<file path="src/rtl/core/diff_drive_wheel_speed_desaturate_top_defines.svh">
// assertion macros used by the wheel speed desaturation block
`ifndef DIFF_DRIVE_WHEEL_SPEED_DESATURATE_TOP_DEFINES_SVH
`define DIFF_DRIVE_WHEEL_SPEED_DESATURATE_TOP_DEFINES_SVH

// check a property on a named clock and active-low reset
`define DWSD_ASSERT_AT(lbl, clk_s, rst_n, prop, msg) \
	lbl: assert property (@(posedge clk_s) disable iff (!rst_n) prop) else $error(msg);

// check a property on the usual clk and arst_n of the module
`define DWSD_ASSERT(lbl, prop, msg) `DWSD_ASSERT_AT(lbl, clk, arst_n, prop, msg)

`endif

</file>
<file path="src/rtl/core/dwsd_pkg.sv">
// types and constants of the wheel speed desaturation block
package dwsd_pkg;

	localparam int OUT_WIDTH = 16;
	localparam logic [31:0] OUT_MAX = 32'((64'd1 << (OUT_WIDTH - 1)) - 64'd1);

	// register file
	localparam int REG_IDX_W = 2;
	localparam int CFG_W     = 24;
	localparam logic [REG_IDX_W-1:0] REG_TRACK_WIDTH   = 2'd0;
	localparam logic [REG_IDX_W-1:0] REG_RPM_PER_SPEED = 2'd1;
	localparam logic [REG_IDX_W-1:0] REG_MAX_RPM       = 2'd2;

	localparam int TW_W   = 16;
	localparam int GAIN_W = 24;
	localparam int LIM_W  = 15;
	localparam int IN_W   = 24;

	localparam logic [TW_W-1:0]   TRACK_WIDTH_RST   = 16'd3072;
	localparam logic [GAIN_W-1:0] RPM_PER_SPEED_RST = 24'd385148;
	localparam logic [LIM_W-1:0]  MAX_RPM_RST       = 15'd600;

	// wheel speed datapath, units of 2^-25 in/s
	localparam int BASE_SHIFT = 17;
	localparam int TERM_W     = IN_W + TW_W + 1;
	localparam int SUM_W      = 42;
	localparam int MAG_W      = SUM_W - 1;
	localparam int SPLIT      = 21;
	localparam int HI_W       = MAG_W - SPLIT;
	localparam int GMAG_W     = GAIN_W;
	localparam int LO_PP_W    = SPLIT + GMAG_W;
	localparam int HI_PP_W    = HI_W + GMAG_W;
	localparam int FULL_W     = HI_PP_W + SPLIT;
	localparam int RPM_FRAC   = 25;
	localparam int Q16_W      = FULL_W - RPM_FRAC;
	localparam int RND_W      = Q16_W + 1 - 16;
	localparam int PROD_W     = Q16_W + LIM_W;
	localparam int BYP_W      = LIM_W;

	// desaturation divider
	localparam int QUO_W = 16;
	localparam int NUM_W = PROD_W + 2;
	localparam int DEN_W = Q16_W + 1;
	localparam int REM_W = NUM_W - QUO_W;

	// queue between front and back
	localparam int QDEPTH = 2;
	localparam int QPTR_W = $clog2(QDEPTH);
	localparam int QCNT_W = $clog2(QDEPTH + 1);

	typedef struct packed {
		logic [TW_W-1:0]          track_width;
		logic signed [GAIN_W-1:0] rpm_per_speed;
		logic [LIM_W-1:0]         max_rpm;
	} cfg_t;

	typedef struct packed {
		logic              sc;
		logic              neg_l;
		logic              neg_r;
		logic [PROD_W-1:0] prod_l;
		logic [PROD_W-1:0] prod_r;
		logic [Q16_W-1:0]  maxabs;
		logic [BYP_W-1:0]  byp_l;
		logic [BYP_W-1:0]  byp_r;
	} q_entry_t;

	typedef struct packed {
		logic full;
		logic empty;
	} q_stat_t;

endpackage

</file>
<file path="src/rtl/core/dwsd_queue.sv">
// short queue decoupling the front pipeline from the divider back end
`include "diff_drive_wheel_speed_desaturate_top_defines.svh"

module dwsd_queue (
	input  logic               clk,
	input  logic               arst_n,
	input  logic               push,
	input  dwsd_pkg::q_entry_t push_entry,
	input  logic               pop,
	output dwsd_pkg::q_entry_t head,
	output dwsd_pkg::q_stat_t  stat
);
	import dwsd_pkg::*;

	q_entry_t          mem_q [QDEPTH];
	logic [QPTR_W-1:0] wr_ptr_q, rd_ptr_q;
	logic [QCNT_W-1:0] cnt_q;

	function automatic logic [QPTR_W-1:0] ptr_next(logic [QPTR_W-1:0] p);
		return (p == QPTR_W'(QDEPTH - 1)) ? '0 : p + 1'b1;
	endfunction

	assign head       = mem_q[rd_ptr_q];
	assign stat.full  = cnt_q == QCNT_W'(QDEPTH);
	assign stat.empty = cnt_q == '0;

	always_ff @(posedge clk or negedge arst_n) begin
		if (!arst_n) begin
			wr_ptr_q <= '0;
			rd_ptr_q <= '0;
			cnt_q    <= '0;
		end else begin
			if (push) begin
				wr_ptr_q <= ptr_next(wr_ptr_q);
			end
			if (pop) begin
				rd_ptr_q <= ptr_next(rd_ptr_q);
			end
			if (push && !pop) begin
				cnt_q <= cnt_q + 1'b1;
			end else if (pop && !push) begin
				cnt_q <= cnt_q - 1'b1;
			end
		end
	end

	always_ff @(posedge clk) begin
		if (push) begin
			mem_q[wr_ptr_q] <= push_entry;
		end
	end

	`DWSD_ASSERT(a_no_overflow, !(push && stat.full), "beat pushed into full queue")
	`DWSD_ASSERT(a_no_underflow, !(pop && stat.empty), "beat popped from empty queue")
	`DWSD_ASSERT(a_cnt_range, cnt_q <= QCNT_W'(QDEPTH), "queue fill count out of range")
	`DWSD_ASSERT(a_fill_seen, (push && !pop && stat.empty) |=> !stat.empty, "pushed beat lost")

endmodule

</file>
<file path="config.mk">
export PLATFORM = sky130hd
export DESIGN_NAME = dwsd_queue
export DESIGN_NICKNAME = d
export VERILOG_FILES = /design/src/rtl/core/dwsd_pkg.sv /design/src/rtl/core/dwsd_queue.sv
export VERILOG_INCLUDE_DIRS = /design/src /design/src/rtl/core
export SDC_FILE = /design/constraint.sdc
export NUM_CORES = 1
export LEC_CHECK = 0
export BUFFER_PORTS_ARGS = -buffer_cell sky130_fd_sc_hd__buf_2
export CAP_MARGIN = 30
export CORE_MARGIN = 5
export CORE_UTILIZATION = 42
export DETAILED_ROUTE_END_ITERATION = 16
export MAX_ROUTING_LAYER = met4
export PLACE_DENSITY = 0.63
export SLEW_MARGIN = 20
export SYNTH_ARGS = -nofsm -noshare
export SYNTH_HDL_FRONTEND = slang
export SYNTH_SLANG_ARGS = --single-unit
export TNS_END_PERCENT = 30
</file>
<file path="constraint.sdc">
create_clock -name clk -period 14.9 [get_ports clk]
set_clock_uncertainty 0.05 [all_clocks]
set_input_delay 2.98 -clock clk [delete_from_list [all_inputs] [get_ports clk]]
set_output_delay 2.98 -clock clk [all_outputs]
set_load 0.005 [all_outputs]
</file>
==> results of run 1 <==
[worst max-delay path, delay by kind of cell, from the launching register on]
family | cells | cell delay [ns]
buffers and inverters | 2 | 0.95
flip-flops | 1 | 0.94
multiplexers | 1 | 0.43
[routing by layer]
layer | part of all wire | global-route usage | vias up
li1 | - | - | 3151
met1 | 0.37 | 0.170 | 3342
met2 | 0.52 | 0.259 | 248
met3 | 0.082 | 0.0498 | 59
met4 | 0.033 | 0.0549 | 0
met5 | 0 | - | -
[worst max path at each step]
stage                         start                       to  slack (ns)  cells past startpoint
5_1_grt        rd_ptr_q$_DFFE_PN0P_                head[130]        8.76                      3
2_1_floorplan                  push    mem_q[0][0]$_DFFE_PP_        3.22                      1
3_3_place_gp                   push  mem_q[0][106]$_DFFE_PP_        9.24                      4
3_5_place_dp                   push   mem_q[0][63]$_DFFE_PP_        9.24                      4
4_1_cts        rd_ptr_q$_DFFE_PN0P_                head[130]        8.82                      3
6_report       rd_ptr_q$_DFFE_PN0P_                head[130]        8.93                      3
[cell usage in the layout, fill, tap and decap left out]
master,instances
nor2b_1,1
clkinv_2,1
bufinv_16,3
dfrtp_4,1
edfxtp_1,366
clkinv_1,9
clkinvlp_4,3
clkbuf_1,10
dfrtp_1,3
buf_16,1
diode_2,4
xor2_1,4
mux2_2,183
xnor2_1,1
clkinv_4,1
nor2b_4,1
and2_4,1
buf_4,7
inv_1,1
ha_1,1
buf_2,371
clkbuf_16,41
nor2_1,2
[power by group]
| group | switching [mW] | total, mW | internal (mW) |
|---|---|---|---|
| sequential | 0.0691 | 1.45 | 1.38 |
| combinational | 0.389 | 0.783 | 0.394 |
| clock | 0.365 | 0.918 | 0.553 |
[stage by stage]
step | total power, mW | area [um2] | hold WS [ns] | util | setup slack (ns)
after detailed placement | 2.28 | 15700 | 0.427 | 0.497 | 9.24
after global placement | 2.27 | 15700 | 0.432 | 0.496 | 9.24
after CTS | 3.21 | 16900 | 0.443 | 0.536 | 8.82
final | 3.15 | 16900 | 0.441 | 0.536 | 8.93
after floorplan | 1.98 | 13400 | 0.405 | - | 3.22
after global routing | 3.32 | 16900 | 0.478 | 0.536 | 8.76
[final cells by class]
class | count | area [um2] | share of cell area
Sequential cell | 370 | 11100 | 0.656
Clock inverter | 17 | 160 | 0.00946
Timing Repair Buffer | 379 | 1940 | 0.114
Multi-Input combinational cell | 194 | 2150 | 0.127
Tap cell | 402 | 503 | 0.0297
Inverter | 1 | 3.75 | 0.000222
Clock buffer | 51 | 1060 | 0.0628
Antenna cell | 4 | 10.0 | 0.000591
[flip-flops by register name, indices dropped and copies added (netlist names)]
| signal | count |
|---|---|
| mem_q | 366 |
| cnt_q | 2 |
| rd_ptr_q | 1 |
| wr_ptr_q | 1 |
[cells by family (layout without fill, tap and decap cells)]
logic type,after synthesis,in the layout,share of synthesized area
DFF,370,370,0.827
muxes,183,183,0.154
buffers and inverters,21,448,0.0128
xor gates and xnor gates,5,5,0.00327
and+or+nand+nor,5,5,0.00196
adders and majority gates,1,1,0.000933
other,0,4,0
==> impl_metrics.toml, run 1 <==
[synthesis]
syn_inst = 585
ys_top_cells_by_area = "edfxtp_1 82%, mux2_2 15%, dfrtp_1 0.75%"
ys_ff_latch = 370
async_flop_share = 0.0108
synth_common_cells = "366 x edfxtp_1, 183 x mux2_2, 12 x buf_4"
synthFlopType = "edfxtp_1"
synth_edf_count = 366
synth_cell_types = 13
synth_top_area_cell = "edfxtp_1"
yosysSeqAreaShare = 0.827
synth_top_cell_area_share = 0.820
avgSynthCellArea_um2 = 22.9
syn_area_um2 = 13400
yosysWarnings = 0
synth.most_common_cell = "edfxtp_1"
syn_nets = 773

[pwr]
peakVddDrop_mv = 0.115
power_density_nw_per_um2 = 186
p_leak_nw = 6.34

[detailed_routing]
totalWireLength_um = 27400
routedWlPerCell_um = 19.3
first_pass_iters = 4
ant_nets = 0
num_vias = 6800
drc_errors = 0
routed_via_density = 4.80
initialDrtViolationCount = 288

[setup_path]
cp_cell_sequence = "buf_4, mux2_2, buf_2"
r2r_end = "mem_q[0][136]$_DFFE_PP_"
max_stage_delay_ns = 0.94
reg2reg_depth = 3
cp_slowest_cell = "dfrtp_4"
worstSetupEndpointType = "primary output"
cp-start-kind = "flip-flop"
crit_required_ns = 11.87
r2r_slack_ns = 12.04
worstPathArrival_ns = 2.94
r2r-start = "wr_ptr_q$_DFFE_PN0P_"
worstSetupPathType = "flip-flop to primary output"
crit_fanout = 68

[global_route]
grt_pass1_vias = 7356
gr-total-overflow = 0
grt_usage = 0.153
grt_pass1_wl_um = 41300
grt_antenna_before_repair = 4
grt_start_max_net_pins = 69

[worst_hold_path]
hold_class = "flip-flop to flip-flop"
min_from = "cnt_q[1]$_DFFE_PN0P_"
hold_depth = 1
hold-path-endpoint = "cnt_q[1]$_DFFE_PN0P_"

[cells_and_area]
fin_cells = 1418
drive_above_1_share = 0.607
area_delta_synth_final_pct = 26.3
fillers = 2550
fin_nets = 1173

[place]
dp.cells = 1346
dpl.hpwl_um = 18200
io_buffer_count = 371
place_congestion = 0.758

[cts]
post_cts_buffers = 0
htree_levels = 2
cts_made_buffers = 39
postCtsHoldBufs = 0
cts_resized = 0
tritoncts_num_sinks = 370
cts_tree = "built"
clkLatencyLatePin_ns = 0.51
cts.reportedPaths.clkPinSlew_ns = 0.06
ctsLongestPathBuffers = 3
root_buffer = "clkbuf_16"

[die]
num_rows = 65
core_area_um2 = 31600
ioPinCount = 372
start_util = 0.425
die_w_um = 189
die_area_um2 = 35600
fp.dieH_um = 189

[timing]
min_period_over_period = 0.401
tightest_slew_ns = 0.936
final-setup-viol-count = 0
rsz0062_at_grt = "false"
fmax_ghz = 0.168
drv_slew = 0
fin_crit_ns = 5.97
tns_ns = 0
slew_headroom = 0.376
hold_viol_final = 0

[status]
status = "finished clean"

[job]
maxCapViolations = 0
(Power assumes the default switching activity.)
==> run 2: changes to the inputs <==
Settings changed: ABC_AREA set to 1, PLACE_DENSITY 0.63 to 0.66.
Clock period 14.9 ns to 5.2 ns, I/O delays scaled along.
==> impl_metrics.toml, run 2 <==
[status]
status = "finished clean"

[synthesis]
synthFlopType = "edfxtp_1"
yosysSeqAreaShare = 0.826
synth_fa_ha_area_frac = 0.000932
ys_ff_latch = 370
synth_top_area_cell = "edfxtp_1"
synth_cell_types = 14
syn_nets = 782
async_flop_share = 0.0108
avgSynthCellArea_um2 = 22.6
synth_top_cell_area_share = 0.819
synth_compound_area_frac = 0
synth_edf_count = 366
synth.most_common_cell = "edfxtp_1"
synth_common_cells = "366 x edfxtp_1, 183 x mux2_2, 12 x buf_4"
syn_area_um2 = 13400
ys_top_cells_by_area = "edfxtp_1 82%, mux2_2 15%, dfrtp_1 0.75%"
synth_top_family_by_area = "multiplexers"
synthMuxAreaShare = 0.153
synth_xor_area_frac = 0.00196
syn_inst = 594
synth-simple-area-share = 0.00308
yosysWarnings = 0

[global_route]
grt_antenna_before_repair = 8
grt_pass1_vias = 7480
gr-total-overflow = 0
grt_start_max_net_pins = 93
grt_usage = 0.156
grt_pass1_wl_um = 42200

[cells_and_area]
fin_cells = 1429
mostFrequentLayoutCells = "371 x buf_2, 366 x edfxtp_1, 183 x mux2_2"
fin_nets = 1182
area_delta_synth_final_pct = 26.0
fillers = 2548
drive_above_1_share = 0.602
largest_register_ffs = 366
layout_commonest_cell = "buf_2"
fin_area_um2 = 16900
regMostFlops = "mem_q"
biggestRegsByFlops = "mem_q: 366 flops, cnt_q: 2 flops"

[pwr]
p_leak_nw = 6.35
peakVddDrop_mv = 0.296
power_density_nw_per_um2 = 527

[cts]
clkLatencyLatePin_ns = 0.51
post_cts_buffers = 0
cts_made_buffers = 39
htree_levels = 2
root_buffer = "clkbuf_16"
tritoncts_num_sinks = 370
postCtsHoldBufs = 0
cts_resized = 0
cts_tree = "built"
cts.reportedPaths.clkPinSlew_ns = 0.06
ctsLongestPathBuffers = 3

[detailed_routing]
initialDrtViolationCount = 275
ant_nets = 0
drc_errors = 0
first_pass_iters = 4
totalWireLength_um = 27800
num_vias = 6939
routed_via_density = 4.86
routedWlPerCell_um = 19.5

[setup_path]
r2r_slack_ns = 3.14
cp-start-kind = "flip-flop"
crit_required_ns = 4.11
worstSetupEndpointType = "primary output"
worstSetupPathType = "flip-flop to primary output"
crit_fanout = 59
worstPathArrival_ns = 2.55

[timing]
rsz0062_at_grt = "false"
fmax_ghz = 0.275
fin_crit_ns = 3.64
tightest_slew_ns = 0.865
min_period_over_period = 0.699
final-setup-viol-count = 0
drv_slew = 0
hold_viol_final = 0
fin_hold_ws_ns = 0.283
slew_headroom = 0.424

[die]
start_util = 0.425
die_w_um = 189
fp.dieH_um = 189
die_area_um2 = 35600
core_area_um2 = 31600
ioPinCount = 372
num_rows = 65

[job]
maxCapViolations = 0

[place]
dp.cells = 1355
place_congestion = 0.773
place_area_um2 = 15800
io_buffer_count = 371
dpl.hpwl_um = 18600

[worst_hold_path]
hold_class = "input pin to asynchronous set/reset pin"
-- run 2: cell types whose count changed after synthesis, sizes merged --
cell	change
nand3	+1
nor2b	-2
xor2	-2
nand4	+1
nor2	+1
nand2	+5
and2	-1
inv	+6
-- run 2: kinds of logic (layout without fill, tap and decap cells) --
group,after synthesis,in the layout
buf+inv,27,452
xor+xnor,3,3
mux,183,183
flops,370,370
simple gates,10,10
other cells,0,8
fa+ha+maj,1,1
-- run 2: path summary, 6_finish.rpt --
path / start / to / cells after the start
min in group clk: cnt_q[1]$_DFFE_PN0P_ / cnt_q[1]$_DFFE_PN0P_ / 2
max in group asynchronous: arst_n / rd_ptr_q$_DFFE_PN0P_ / 1
hold / removal: arst_n / rd_ptr_q$_DFFE_PN0P_ / 1
setup / recovery: rd_ptr_q$_DFFE_PN0P_ / head[162] / 3
setup reg to reg: wr_ptr_q$_DFFE_PN0P_ / mem_q[1][168]$_DFFE_PP_ / 3
hold reg to reg: cnt_q[1]$_DFFE_PN0P_ / cnt_q[1]$_DFFE_PN0P_ / 2
-- run 2: final cells by class --
| class | count | area, um2 | share of cell area |
|---|---|---|---|
| Antenna cell | 8 | 20.0 | 0.00118 |
| Clock buffer | 50 | 1060 | 0.0627 |
| Clock inverter | 16 | 76.3 | 0.00451 |
| Inverter | 7 | 31.3 | 0.00185 |
| Multi-Input combinational cell | 197 | 2150 | 0.127 |
| Sequential cell | 370 | 11100 | 0.656 |
| Tap cell | 402 | 503 | 0.0297 |
| Timing Repair Buffer | 379 | 1980 | 0.117 |
-- run 2: power breakdown --
part	switching [mW]	leakage, nW	internal, mW
registers	0.211	3.48	3.95
logic	1.13	2.31	1.15
clock network	1.03	0.558	1.43
total	2.37	6.35	6.54
-- run 2: per-layer routing --
layer,track usage,up-vias,share of wire
met1,0.176,3449,0.38
met3,0.0487,50,0.074
li1,-,3178,-
met5,-,-,0
met2,0.267,262,0.52
met4,0.0510,0,0.024
-- run 2: through the flow --
step | setup WS (ns) | TNS (ns) | util | total power [mW]
3_5_place_dp | 2.10 | 0 | 0.499 | 6.57
3_3_place_gp | 2.11 | 0 | 0.499 | 6.54
4_1_cts | 1.54 | 0 | 0.535 | 9.08
2_1_floorplan | -0.0152 | -2.78 | - | 5.61
5_1_grt | 1.45 | 0 | 0.536 | 9.38
6_report | 1.56 | 0 | 0.536 | 8.91
-- run 2: worst max-delay path, cell delays in order (launching register included) --
cell     delay [ns]
dfrtp_4        0.99
buf_12         0.36
mux2_2         0.43
buf_2          0.14
